<file path="config.mk">
export PLATFORM = sky130hd
export DESIGN_NAME = sync_tree_master_election
export DESIGN_NICKNAME = d
export VERILOG_FILES = /design/src/stme_pkg.sv /design/src/stme_cfg_regs.sv /design/src/stme_elect.sv /design/src/sync_tree_master_election.sv
export SDC_FILE = /design/constraint.sdc
export NUM_CORES = 1
export LEC_CHECK = 0
export BUFFER_PORTS_ARGS = -buffer_cell sky130_fd_sc_hd__clkbuf_2
export CORE_MARGIN = 5
export CORE_UTILIZATION = 42
export CTS_CLUSTER_SIZE = 8
export DETAILED_ROUTE_END_ITERATION = 7
export SLEW_MARGIN = 25
export SYNTH_ARGS = -nofsm -noshare
export SYNTH_HDL_FRONTEND = slang
export SYNTH_SLANG_ARGS = --single-unit
</file>
<file path="constraint.sdc">
create_clock -name clk -period 13.5 [get_ports clk]
set_input_delay 0 -clock clk [delete_from_list [all_inputs] [get_ports clk]]
set_output_delay 0 -clock clk [all_outputs]
set_load 0.005 [all_outputs]
</file>
<file path="src/stme_pkg.sv">
// Package for the sync tree master election block: widths, register indexes,
// configuration bundle and the record and result item types.
// Depends on nothing; every other file imports it.
package stme_pkg;

	localparam int unsigned AddrW    = 48;
	localparam int unsigned MetricW  = 32;
	localparam int unsigned CounterW = 32;
	localparam int unsigned HeightW  = 8;
	localparam int unsigned CfgIdxW  = 2;
	localparam int unsigned CfgDataW = 48;

	// Register indexes on the configuration port.
	typedef enum logic [CfgIdxW-1:0] {
		REG_SELF_ADDRESS = 2'd0,
		REG_SELF_METRIC  = 2'd1,
		REG_SELF_COUNTER = 2'd2,
		REG_MAX_HEIGHT   = 2'd3
	} cfg_reg_t;

	localparam logic [AddrW-1:0]    SelfAddressRst = '0;
	localparam logic [MetricW-1:0]  SelfMetricRst  = MetricW'(60);
	localparam logic [CounterW-1:0] SelfCounterRst = '0;
	localparam logic [HeightW-1:0]  MaxHeightRst   = HeightW'(10);

	typedef struct packed {
		logic [AddrW-1:0]    self_address;
		logic [MetricW-1:0]  own_metric;
		logic [CounterW-1:0] own_counter;
		logic [HeightW-1:0]  max_height;
	} cfg_regs_t;

	typedef struct packed {
		logic                peer_valid;
		logic [AddrW-1:0]    peer_address;
		logic [AddrW-1:0]    peer_sync_address;
		logic [AddrW-1:0]    peer_master_address;
		logic [MetricW-1:0]  peer_master_metric;
		logic [CounterW-1:0] peer_master_counter;
		logic [HeightW-1:0]  peer_height;
		logic                last_peer;
	} peer_rec_t;

	typedef struct packed {
		logic [AddrW-1:0]    master_address;
		logic [AddrW-1:0]    sync_address;
		logic [MetricW-1:0]  top_metric;
		logic [CounterW-1:0] top_counter;
		logic [HeightW-1:0]  tree_height;
		logic                changed;
	} election_result_t;

endpackage

</file>
<file path="src/stme_cfg_regs.sv">
// Configuration register file of the master election block.
// Depends on stme_pkg for the register indexes and reset values.
module stme_cfg_regs (
	input  logic                        clk,
	input  logic                        arst_n,
	input  logic                        cfg_we,
	input  logic [stme_pkg::CfgIdxW-1:0]  cfg_index,
	input  logic [stme_pkg::CfgDataW-1:0] cfg_data,
	output stme_pkg::cfg_regs_t         cfg
);
	import stme_pkg::*;

	cfg_regs_t cfg_q;

	always_ff @(posedge clk or negedge arst_n) begin
		if (!arst_n) begin
			cfg_q.self_address <= SelfAddressRst;
			cfg_q.own_metric   <= SelfMetricRst;
			cfg_q.own_counter  <= SelfCounterRst;
			cfg_q.max_height   <= MaxHeightRst;
		end else if (cfg_we) begin
			unique case (cfg_reg_t'(cfg_index))
				REG_SELF_ADDRESS: cfg_q.self_address <= cfg_data[AddrW-1:0];
				REG_SELF_METRIC:  cfg_q.own_metric   <= cfg_data[MetricW-1:0];
				REG_SELF_COUNTER: cfg_q.own_counter  <= cfg_data[CounterW-1:0];
				REG_MAX_HEIGHT:   cfg_q.max_height   <= cfg_data[HeightW-1:0];
				default: begin
				end
			endcase
		end
	end

	assign cfg = cfg_q;

endmodule

</file>
<file path="src/stme_elect.sv">
// Running-best candidate state and the combinational compare-and-replace step.
// Depends on stme_pkg for the item types and the configuration bundle.
module stme_elect (
	input  logic                       clk,
	input  logic                       arst_n,
	input  stme_pkg::cfg_regs_t        cfg,
	input  logic                       step,
	input  stme_pkg::peer_rec_t        rec,
	output stme_pkg::election_result_t res
);
	import stme_pkg::*;

	logic                round_open_q;
	logic                best_is_peer_q;
	logic [AddrW-1:0]    best_master_q;
	logic [AddrW-1:0]    best_peer_q;
	logic [MetricW-1:0]  best_metric_q;
	logic [CounterW-1:0] best_counter_q;
	logic [HeightW-1:0]  best_height_q;
	logic [AddrW-1:0]    cur_master_q;
	logic [AddrW-1:0]    cur_sync_q;

	logic                base_is_peer;
	logic [AddrW-1:0]    base_master;
	logic [AddrW-1:0]    base_peer;
	logic [MetricW-1:0]  base_metric;
	logic [CounterW-1:0] base_counter;
	logic [HeightW-1:0]  base_height;
	logic                eligible;
	logic                wins;
	logic                take;
	logic                nxt_is_peer;
	logic [AddrW-1:0]    nxt_master;
	logic [AddrW-1:0]    nxt_peer;
	logic [MetricW-1:0]  nxt_metric;
	logic [CounterW-1:0] nxt_counter;
	logic [HeightW-1:0]  nxt_height;

	// A fresh round starts from this node itself at height zero.
	always_comb begin
		if (round_open_q) begin
			base_is_peer = best_is_peer_q;
			base_master  = best_master_q;
			base_peer    = best_peer_q;
			base_metric  = best_metric_q;
			base_counter = best_counter_q;
			base_height  = best_height_q;
		end else begin
			base_is_peer = 1'b0;
			base_master  = cfg.self_address;
			base_peer    = cfg.self_address;
			base_metric  = cfg.own_metric;
			base_counter = cfg.own_counter;
			base_height  = '0;
		end
	end

	always_comb begin
		eligible = rec.peer_valid
			&& (({1'b0, rec.peer_height} + (HeightW+1)'(1)) <= {1'b0, cfg.max_height})
			&& (rec.peer_sync_address != cfg.self_address);
		if (rec.peer_master_counter != base_counter)
			wins = rec.peer_master_counter > base_counter;
		else if (rec.peer_master_metric != base_metric)
			wins = rec.peer_master_metric > base_metric;
		else if (rec.peer_height != base_height)
			wins = rec.peer_height < base_height;
		else
			wins = rec.peer_address > base_peer;
		take = eligible && wins;
	end

	always_comb begin
		nxt_is_peer = take || base_is_peer;
		nxt_master  = take ? rec.peer_master_address : base_master;
		nxt_peer    = take ? rec.peer_address        : base_peer;
		nxt_metric  = take ? rec.peer_master_metric  : base_metric;
		nxt_counter = take ? rec.peer_master_counter : base_counter;
		nxt_height  = take ? rec.peer_height         : base_height;
	end

	always_comb begin
		res.master_address = nxt_master;
		res.sync_address   = nxt_peer;
		res.top_metric     = nxt_metric;
		res.top_counter    = nxt_counter;
		res.tree_height    = nxt_is_peer ? nxt_height + HeightW'(1) : '0;
		res.changed        = (nxt_master != cur_master_q) || (nxt_peer != cur_sync_q);
	end

	always_ff @(posedge clk or negedge arst_n) begin
		if (!arst_n) begin
			round_open_q   <= 1'b0;
			best_is_peer_q <= 1'b0;
			cur_master_q   <= SelfAddressRst;
			cur_sync_q     <= SelfAddressRst;
		end else if (step) begin
			round_open_q   <= !rec.last_peer;
			best_is_peer_q <= nxt_is_peer;
			if (rec.last_peer) begin
				cur_master_q <= nxt_master;
				cur_sync_q   <= nxt_peer;
			end
		end
	end

	// Best candidate payload is only read while a round is open.
	always_ff @(posedge clk) begin
		if (step) begin
			best_master_q  <= nxt_master;
			best_peer_q    <= nxt_peer;
			best_metric_q  <= nxt_metric;
			best_counter_q <= nxt_counter;
			best_height_q  <= nxt_height;
		end
	end

endmodule

</file>
<file path="src/sync_tree_master_election.sv">
// Top level of the sync tree master election block: record input register,
// election step and result output register. Depends on stme_pkg,
// stme_cfg_regs and stme_elect.
//
//   Channel   Handshake                    Payload
//   --------  ---------------------------  -------------------------------
//   record    record_valid / record_ready  record : stme_pkg::peer_rec_t
//   result    result_valid / result_ready  result : stme_pkg::election_result_t
//   config    cfg_we (no wait)             cfg_index, cfg_data
//
// One record per cycle is sustained unless a closing record waits on a full
// output register. A record sits in the input register, where the running
// best is compared and replaced, and a record that closes the round loads its
// result into the output register as it advances; the result waits there
// until result_ready takes it.
// Reset clears the valid flags, the round state and the kept master and sync
// addresses; configuration returns to its reset values. A stalled result only
// holds back a record that closes a round; other records keep flowing.
module sync_tree_master_election (
	input  logic                          clk,
	input  logic                          arst_n,
	input  logic                          record_valid,
	output logic                          record_ready,
	input  stme_pkg::peer_rec_t           record,
	output logic                          result_valid,
	input  logic                          result_ready,
	output stme_pkg::election_result_t    result,
	input  logic                          cfg_we,
	input  logic [stme_pkg::CfgIdxW-1:0]  cfg_index,
	input  logic [stme_pkg::CfgDataW-1:0] cfg_data
);
	import stme_pkg::*;

	cfg_regs_t        cfg;
	peer_rec_t        rec_s1;
	logic             valid_s1;
	logic             advance;
	election_result_t elect_res;
	election_result_t result_q;
	logic             result_valid_q;

	stme_cfg_regs u_cfg (
		.clk       (clk),
		.arst_n    (arst_n),
		.cfg_we    (cfg_we),
		.cfg_index (cfg_index),
		.cfg_data  (cfg_data),
		.cfg       (cfg)
	);

	// The record in the input register is folded into the running best when
	// it can move on: always for a mid-round record, and for the closing
	// record only when the output register is free or being emptied.
	assign advance = valid_s1
		&& (!rec_s1.last_peer || !result_valid_q || result_ready);
	assign record_ready = !valid_s1 || advance;

	stme_elect u_elect (
		.clk    (clk),
		.arst_n (arst_n),
		.cfg    (cfg),
		.step   (advance),
		.rec    (rec_s1),
		.res    (elect_res)
	);

	always_ff @(posedge clk or negedge arst_n) begin
		if (!arst_n) begin
			valid_s1 <= 1'b0;
		end else if (record_ready) begin
			valid_s1 <= record_valid;
		end
	end

	always_ff @(posedge clk) begin
		if (record_ready && record_valid) begin
			rec_s1 <= record;
		end
	end

	// The output register loads the round's result when the closing record
	// advances; otherwise it empties once the result item is taken.
	always_ff @(posedge clk or negedge arst_n) begin
		if (!arst_n) begin
			result_valid_q <= 1'b0;
		end else if (advance && rec_s1.last_peer) begin
			result_valid_q <= 1'b1;
		end else if (result_ready) begin
			result_valid_q <= 1'b0;
		end
	end

	always_ff @(posedge clk) begin
		if (advance && rec_s1.last_peer) begin
			result_q <= elect_res;
		end
	end

	assign result_valid = result_valid_q;
	assign result       = result_q;

endmodule

</file>
# Word level (Yosys, flattened, before mapping)
# Cells that the tools add are included.
# totals
elab_cells	82
out_inout_bits	171
regBits	775
# op_classes
reduce_logical	21
add_sub_neg	2
eq_ne	9
order_cmp	5
n_mux	16
# ops
op	count
$mux 48	4
$ne 48x48->1	3
$mux 32	4
$gt 32x32->1	2
$ne 32x32->1	2
$gt 48x48->1	1
$mux 8	2
$reduce_and 2->1	5
$add 8x1->9 const B	1
$le 9x8->1	1
$add 8x1->8 const B	1
$lt 8x8->1	1
$ne 8x8->1	1
$logic_and 1x1->1	6
$mux 1	6
$logic_or 1x1->1	5
$eq 2x2->1 const B	2
$logic_not 1->1	3
$eq 2x1->1 const B	1
$logic_not 2->1	1
$reduce_bool 2->1	1

# Depth between registers and ports, before layout
# Gate-level depths: netlist of the first run.
# depth
word_depth	9
mapped_depth	25
depth_no_buf	16

# By module
# Synthesis of the first run repeated with hierarchy kept, for this count alone.
# unflattened
cells_unflattened	2566
hier_area_um2	34699.5
# modules_own_cells
mod	seq_area_each_um2	area_per_inst_um2	n_inst	cells_per_inst
stme_elect	7497.2	18515.3	1	1914
sync_tree_master_election	11671.2	11727.5	1	397
stme_cfg_regs	3010.4	4456.8	1	255

# Worst setup path before layout of the first run
# Ideal clock, no wire load.
# synth_timing
path_kind	reg-to-reg
startpoint	register rec_s1[0] (netlist name)
endpoint	register u_elect.cur_sync_q[38]
setup_time_ps	91
synth_period_minus_slack_ps	11139
arrival_ps	11049
n_path_buf	1
path_stages_with_launch	7
slack_ps	2361
cell_sequence	edfxtp_1 inv_1 o31a_1 nand2_1 inv_2 clkbuf_1 mux2_2
# synth_via
elab_chain_cells	5
# synth_lines
element	line	text
from (decl)	sync_tree_master_election.sv:35	peer_rec_t rec_s1;
from (signal assigned)	sync_tree_master_election.sv:77	rec_s1 <= record;
$logic_not 1->1	sync_tree_master_election.sv:55	&& (!rec_s1.last_peer || !result_valid_q || result_ready);
$logic_or 1x1->1 (2 in a row)	sync_tree_master_election.sv:55	
$logic_and 1x1->1	sync_tree_master_election.sv:55	
named net advance	sync_tree_master_election.sv:37	logic advance;
$reduce_and 2->1 (no line)	n/a	
to (signal assigned)	stme_elect.sv:96	cur_sync_q <= SelfAddressRst;
to (signal assigned)	stme_elect.sv:102	cur_sync_q <= nxt_peer;
to (decl)	stme_elect.sv:21	logic [AddrW-1:0] cur_sync_q;
# The timed path passes the listed nets, and every way through them passes these cells.
# A chain may end at the register's enable or synchronous reset.

==> results by group, run 1 <==
Min path
  – HP Class: primary input to flip-flop

Yosys
  – Synth cell types: 58
  – Synth warn: 0
  – Most common library cells after synthesis: 555 x edfxtp_1, 232 x a21oi_1, 214 x dfrtp_1, 172 x mux2_2, 147 x nand2_1
  – EDFF count, synth: 555
  – Top-area cell type share of the netlist area: 48.39%
  – Synth Instances: 2578
  – Synth top area cells: edfxtp_1 48%, dfrtp_1 16%, mux2_2 5.6%
  – Post-synthesis sequential area ratio: 64.40%
  – Flops & latches, synth: 775
  – Top_reg_cell synth: edfxtp_1
  – Synth area leader: edfxtp_1
  – Syn Nets: 2981
  – Asr flop ratio synth: 28.39%
  – Mean area per synthesized cell: 13.36 µm²
  – Cell area after synthesis: 34440 µm²
  – Most frequent cell after synthesis: edfxtp_1

Clock network
  – TritonCTS buffer count: 107
  – Clock-pin slew on the worst setup and hold paths: 0.06 ns
  – CTS tree: built
  – Clk Latency, worst-skew pair: 0.67 ns
  – Post-CTS Resized: 0
  – H-tree levels: 3
  – # clock sinks: 775
  – Hold buffers post-CTS: 271
  – Postcts setup bufs: 0
  – Clock buffer depth: 3
  – Root Driver: clkbuf_16

Placement
  – PortBufs: 443
  – Routability Congestion: 0.9397
  – Dpl hpwl: 82530 µm
  – Place WS: 4.986 ns

Setup path
  – Crit path launch type: flip-flop
  – Crit path capture type: flip-flop
  – Crit path arrival time: 9.04 ns
  – Required time of the critical path: 13.90 ns
  – Worst setup path class: flip-flop to flip-flop
  – Critical path peak fanout: 84
  – Worst R2R Setup Slack: 4.85 ns

Global route
  – Vias in the first global route: 24816
  – Grt ovf: 0
  – GRT Total Usage: 25.85%
  – Antenna violations before repair: 5
  – Global-route wire length before repair: 167000 µm
  – Largest net degree at the start of global routing: 141

STA
  – Max-slew violation count: 0
  – Rel. slew slack: 27.23%
  – Min cycle time layout: 8.648 ns
  – Final setup fails: 0
  – Worst setup margin: 4.852 ns
  – Crit share post-route: 64.06%
  – Setup TNS: 0 ns
  – Final hold slack: 0.03928 ns
  – Fmax: 115.6 MHz
  – RSZ-0062 raised after global routing: no
  – Fin. Hold Viols: 0
  – Final Skew: 0.02416 ns
  – Worst Max-Slew Pin Slew: 1.082 ns

Detailed routing
  – Met2 Wirelength: 54560 µm
  – DR iter-0 viols: 2520
  – DR vias/cell: 5.596
  – Drt wl/cell: 26.00 µm
  – First drt pass iteration count: 5
  – Via Count: 25064
  – Met1 WL: 48900 µm
  – Top routing layer used: met4
  – Post-route antenna net violation count: 0
  – Metal3 WL: 8338 µm
  – DRC viols: 0
  – Drt total wl: 116400 µm

Outcome
  – Status: completed

Power
  – Overall Power: 7.670 mW
  – PD cells: 175.5 nW/µm²
  – Worst ir drop on vdd: 0.0001013 V
  – Leakage: 17.39 nW

Die
  – Die W: 296.4 µm
  – Initial cell density of the core: 42.15%
  – DIE AREA: 87830 µm²
  – Number of placement rows: 105
  – Top Ports: 444
  – Die height: 296.4 µm
  – Core ar.: 81720 µm²

Finish
  – Final Net Count: 3715
  – Area grow syn2layout: 26.87%
  – Ratio of cells with drive above 1 in the final layout: 22.96%

Job
  – Max Cap Viol: 0
[layout make-up]
type / instances / area [µm²]
sequential: 775 / 22180
clock buffer: 196 / 3054
fill: 6880 / 38020
tap: 1070 / 1339
multi-input combinational: 1646 / 11630
antenna: 3 / 7.507
timing repair buffer: 740 / 5200
clock inverter: 7 / 111.4
inverter: 42 / 165.2
[routing by layer]
metal	up-vias	track usage, %
met1	12467	35.90
met3	233	4.495
li1	11238	-
met4	0	9.300
met2	1126	41.39
met5	-	0
[critical path, cell delays in order, from the launching register on]
cell	delay, ns
dfrtp_4	0.81
buf_4	0.57
buf_4	0.73
mux2i_1	0.22
ha_1	0.36
and4_1	0.21
and3_1	0.25
nand3_1	0.17
a2111oi_0	0.88
and4_1	0.42
or3b_4	0.51
buf_4	0.76
nor3_1	0.11
a21oi_1	0.58
xor2_1	0.14
nor4_1	0.74
nand4_1	0.18
or4_1	0.55
[final timing paths]
| kind | startpoint | endpoint | depth (start not counted) |
|---|---|---|---|
| min in group asynchronous | arst_n | u_cfg.cfg[1] | 3 |
| hold / removal | record[194] | rec_s1[194] | 2 |
| hold reg to reg | u_elect.cur_master_q[25] | u_elect.cur_master_q[25] | 2 |
| setup / recovery | u_elect.round_open_q | result[0] | 17 |
| setup reg to reg | u_elect.round_open_q | result[0] | 17 |
| max in group asynchronous | arst_n | u_cfg.cfg[75] | 5 |
[cell usage in the layout (no fill, tap or decap), drive strengths merged, types with 10 or more instances in the layout]
cell / count
nand4b: 10
nor3: 55
a21o: 19
and3: 11
nor2b: 123
a21oi: 232
a21boi: 17
edfxtp: 555
buf: 28
o31ai: 35
nor2: 131
o22ai: 38
dlygate4sd3: 270
a221oi: 18
nand4: 50
dfrtp: 214
clkbuf: 638
nand2: 148
o211ai: 38
inv: 44
nor4: 22
mux2: 172
xnor2: 78
nand3: 27
o21ai: 107
or4: 38
or3: 10
nand2b: 19
mux2i: 69
ha: 130
[registers in the layout (all words and copies together) (netlist names), 48 cells and up]
signal,flops
rec_s1,218
result,169
u_cfg.cfg,120
u_elect.best_master_q,48
u_elect.best_peer_q,48
u_elect.cur_master_q,48
u_elect.cur_sync_q,48
[kinds of logic (layout without fill, tap and decap cells)]
group / after synthesis / after routing / share of synthesized area [%]
AOI/OAI and AO/OA: 523 / 523 / 8.916
xor gates and xnor gates: 87 / 87 / 2.213
adders and majority gates: 130 / 130 / 4.723
buffers and inverters: 157 / 985 / 1.958
DFF: 775 / 775 / 64.40
muxes: 241 / 241 / 7.629
other: 0 / 3 / 0
and+or+nand+nor: 665 / 665 / 10.16
[power breakdown]
part           leakage (nW)  internal (mW)  switching, mW
sequential             8.01           3.08          0.302
clock                  1.49           1.51           1.03
combinational          7.88          0.706           1.04
[per-stage QoR]
step	util, %	cell area (µm²)	instances
detailed placement	46.17	37730	4000
finish	53.47	43690	4479
global route	53.47	43690	4478
CTS	53.38	43620	4474
global placement	46.17	37730	4000
floorplan	-	34440	2578
Power figures use the tool's default switching activity.
==> run 2: changes to the inputs <==
clock period = 7.56 ns   (was 13.5 ns; I/O delays follow)
==> run 2 against run 1 <==
Compared with the run above:
- core utilization increased by 0.11 points
- wire length is 0.72% lower
- global-route usage is 0.35 points lower
- clock skew grew 0.00057 ns
- clock-buffer cell count fell by 2
- critical path type unchanged
- largest cell class unchanged
- largest power group unchanged
- highest routed layer is now met5
==> results by group, run 2 (same netlist as run 1, synthesis figures left out) <==
STA
  – Rel. slew slack: 23.97%
  – Fmax: 133.1 MHz
  – Worst Max-Slew Pin Slew: 1.140 ns
  – Max-slew violation count: 0
  – Fin. Hold Viols: 0
  – Crit share post-route: 99.36%
  – Final Skew: 0.02473 ns
  – Final setup fails: 0
  – Min cycle time layout: 7.511 ns
  – Worst setup margin: 0.04856 ns
  – Setup TNS: 0 ns
  – RSZ-0062 raised after global routing: no
  – Final hold slack: 0.05827 ns

Clock network
  – Clock buffer depth: 3
  – CTS tree: built
  – Postcts setup bufs: 0
  – H-tree levels: 3
  – Clock-pin slew on the worst setup and hold paths: 0.05 ns
  – # clock sinks: 775
  – TritonCTS buffer count: 107
  – Clk Latency, worst-skew pair: 0.66 ns
  – Root Driver: clkbuf_16

Detailed routing
  – DRC viols: 0
  – First drt pass iteration count: 6
  – DR iter-0 viols: 2211
  – Via Count: 24981
  – Post-route antenna net violation count: 0
  – Drt wl/cell: 25.73 µm
  – DR vias/cell: 5.560
  – Drt total wl: 115600 µm

Setup path
  – Crit path max-delay family: simple AND/OR/NAND/NOR gates
  – Worst R2R Setup Slack: 0.05 ns
  – Crit path launch type: flip-flop
  – Required time of the critical path: 7.95 ns
  – Most frequent CP cell: nand4_1
  – Critical path peak fanout: 61
  – Max incr delay on CP: 1.08 ns
  – Buf+Inv Stages, Crit Path: 1
  – Crit path arrival time: 7.90 ns
  – Slowest CP cell: dfrtp_4
  – Worst-path cell chain: mux2i_1 -> ha_1 -> nand4_1 -> nor4_2 -> nand3_1 -> a2111oi_1 -> and4_1 -> or3b_4 -> buf_4 -> nor3_1 -> a21oi_1 -> xor2_1 -> nor4_1 -> nand4_1 -> or4_1
  – Crit path capture type: flip-flop
  – Worst setup path class: flip-flop to flip-flop

Finish
  – Largest Register: rec_s1
  – Final Net Count: 3731
  – Layout Utilization: 53.58%
  – Max FFs per register: 218
  – Most frequent cells in the layout: 555 x edfxtp_1, 442 x clkbuf_2, 271 x dlygate4sd3_1
  – Area grow syn2layout: 27.12%
  – Ratio of cells with drive above 1 in the final layout: 23.34%
  – Most common cell after layout, fill and taps aside: edfxtp_1
  – Fillers: 6864

Die
  – Die height: 296.4 µm
  – Die W: 296.4 µm
  – Number of placement rows: 105
  – Top Ports: 444
  – Core ar.: 81720 µm²
  – DIE AREA: 87830 µm²
  – Initial cell density of the core: 42.15%

Power
  – Sw Ratio: 30.59%
  – PD cells: 312.2 nW/µm²
  – Leakage: 17.46 nW
  – Comb power frac: 22.9%
  – Sw Pwr: 4.181 mW
  – Worst ir drop on vdd: 0.0002024 V
  – Overall Power: 13.67 mW
  – Sequential power share: 44.1%
  – Internal power: 9.486 mW
  – Clk pwr share: 33.0%

Global route
  – Largest net degree at the start of global routing: 155
  – Grt ovf: 0
  – GRT Total Usage: 25.50%
  – Antenna violations before repair: 4
  – Vias in the first global route: 24728
  – Global-route wire length before repair: 165000 µm

Outcome
  – Status: completed

Placement
  – Routability Congestion: 0.9717
  – Place WS: 0.2750 ns
  – Dpl hpwl: 82090 µm
  – PortBufs: 443

Job
  – Max Cap Viol: 0

Min path
  – HP Class: primary input to flip-flop
[run 2: path summary, 6_finish.rpt]
path / start / endpoint / depth (start not counted)
worst min register to register: u_elect.cur_master_q[6] / u_elect.cur_master_q[6] / 2
worst max register to register: u_elect.round_open_q / result[0] / 15
min in group asynchronous: arst_n / result_valid / 3
max in group asynchronous: arst_n / u_elect.cur_master_q[23] / 4
worst min-delay path: record[191] / rec_s1[191] / 2
worst max-delay path: u_elect.round_open_q / result[0] / 15
[run 2: final cells by class]
class	count	area, µm²	area share, %
Sequential cell	775	22180	50.67
Multi-Input combinational cell	1646	11640	26.59
Timing Repair Buffer	756	5296	12.10
Clock buffer	194	3078	7.031
Tap cell	1070	1339	3.058
Inverter	42	165.2	0.3772
Clock inverter	6	66.31	0.1515
Antenna cell	4	10.01	0.02286
[run 2: metrics by stage]
step,instances,instance area [µm²]
global placement,4018,37910
detailed placement,4018,37910
CTS,4489,43760
finish,4493,43780
floorplan,2578,34440
global route,4491,43770
[run 2: worst reg2reg max path, stage by stage (launching register included)]
cell	delay, ns
dfrtp_4	1.08
mux2i_1	0.30
ha_1	0.37
nand4_1	0.22
nor4_2	0.73
nand3_1	0.38
a2111oi_1	0.98
and4_1	0.39
or3b_4	0.47
buf_4	0.36
nor3_1	0.08
a21oi_1	0.54
xor2_1	0.26
nor4_1	0.22
nand4_1	0.28
or4_1	0.58
[run 2: power groups by stage]
stage	Sequential [mW]	Clock [mW]	Combinational [mW]
floorplan	5.88	0	1.91
finish	6.02	4.51	3.13
detailed placement	6.08	0	2.97
global placement	6.07	0	2.92
global route	6.09	4.78	3.41
CTS	6.02	4.60	3.11
[run 2: routing by layer]
metal,track usage [%],share of wire (%)
met5,0,0.011
met4,10.85,4.5
met3,4.860,7.1
met2,40.07,46
met1,35.09,42
[run 2: what timing repair did]
action	4_1_cts	5_1_grt
gates resized for setup	0	0
hold endpoints to repair	427	0
hold buffers	271	0
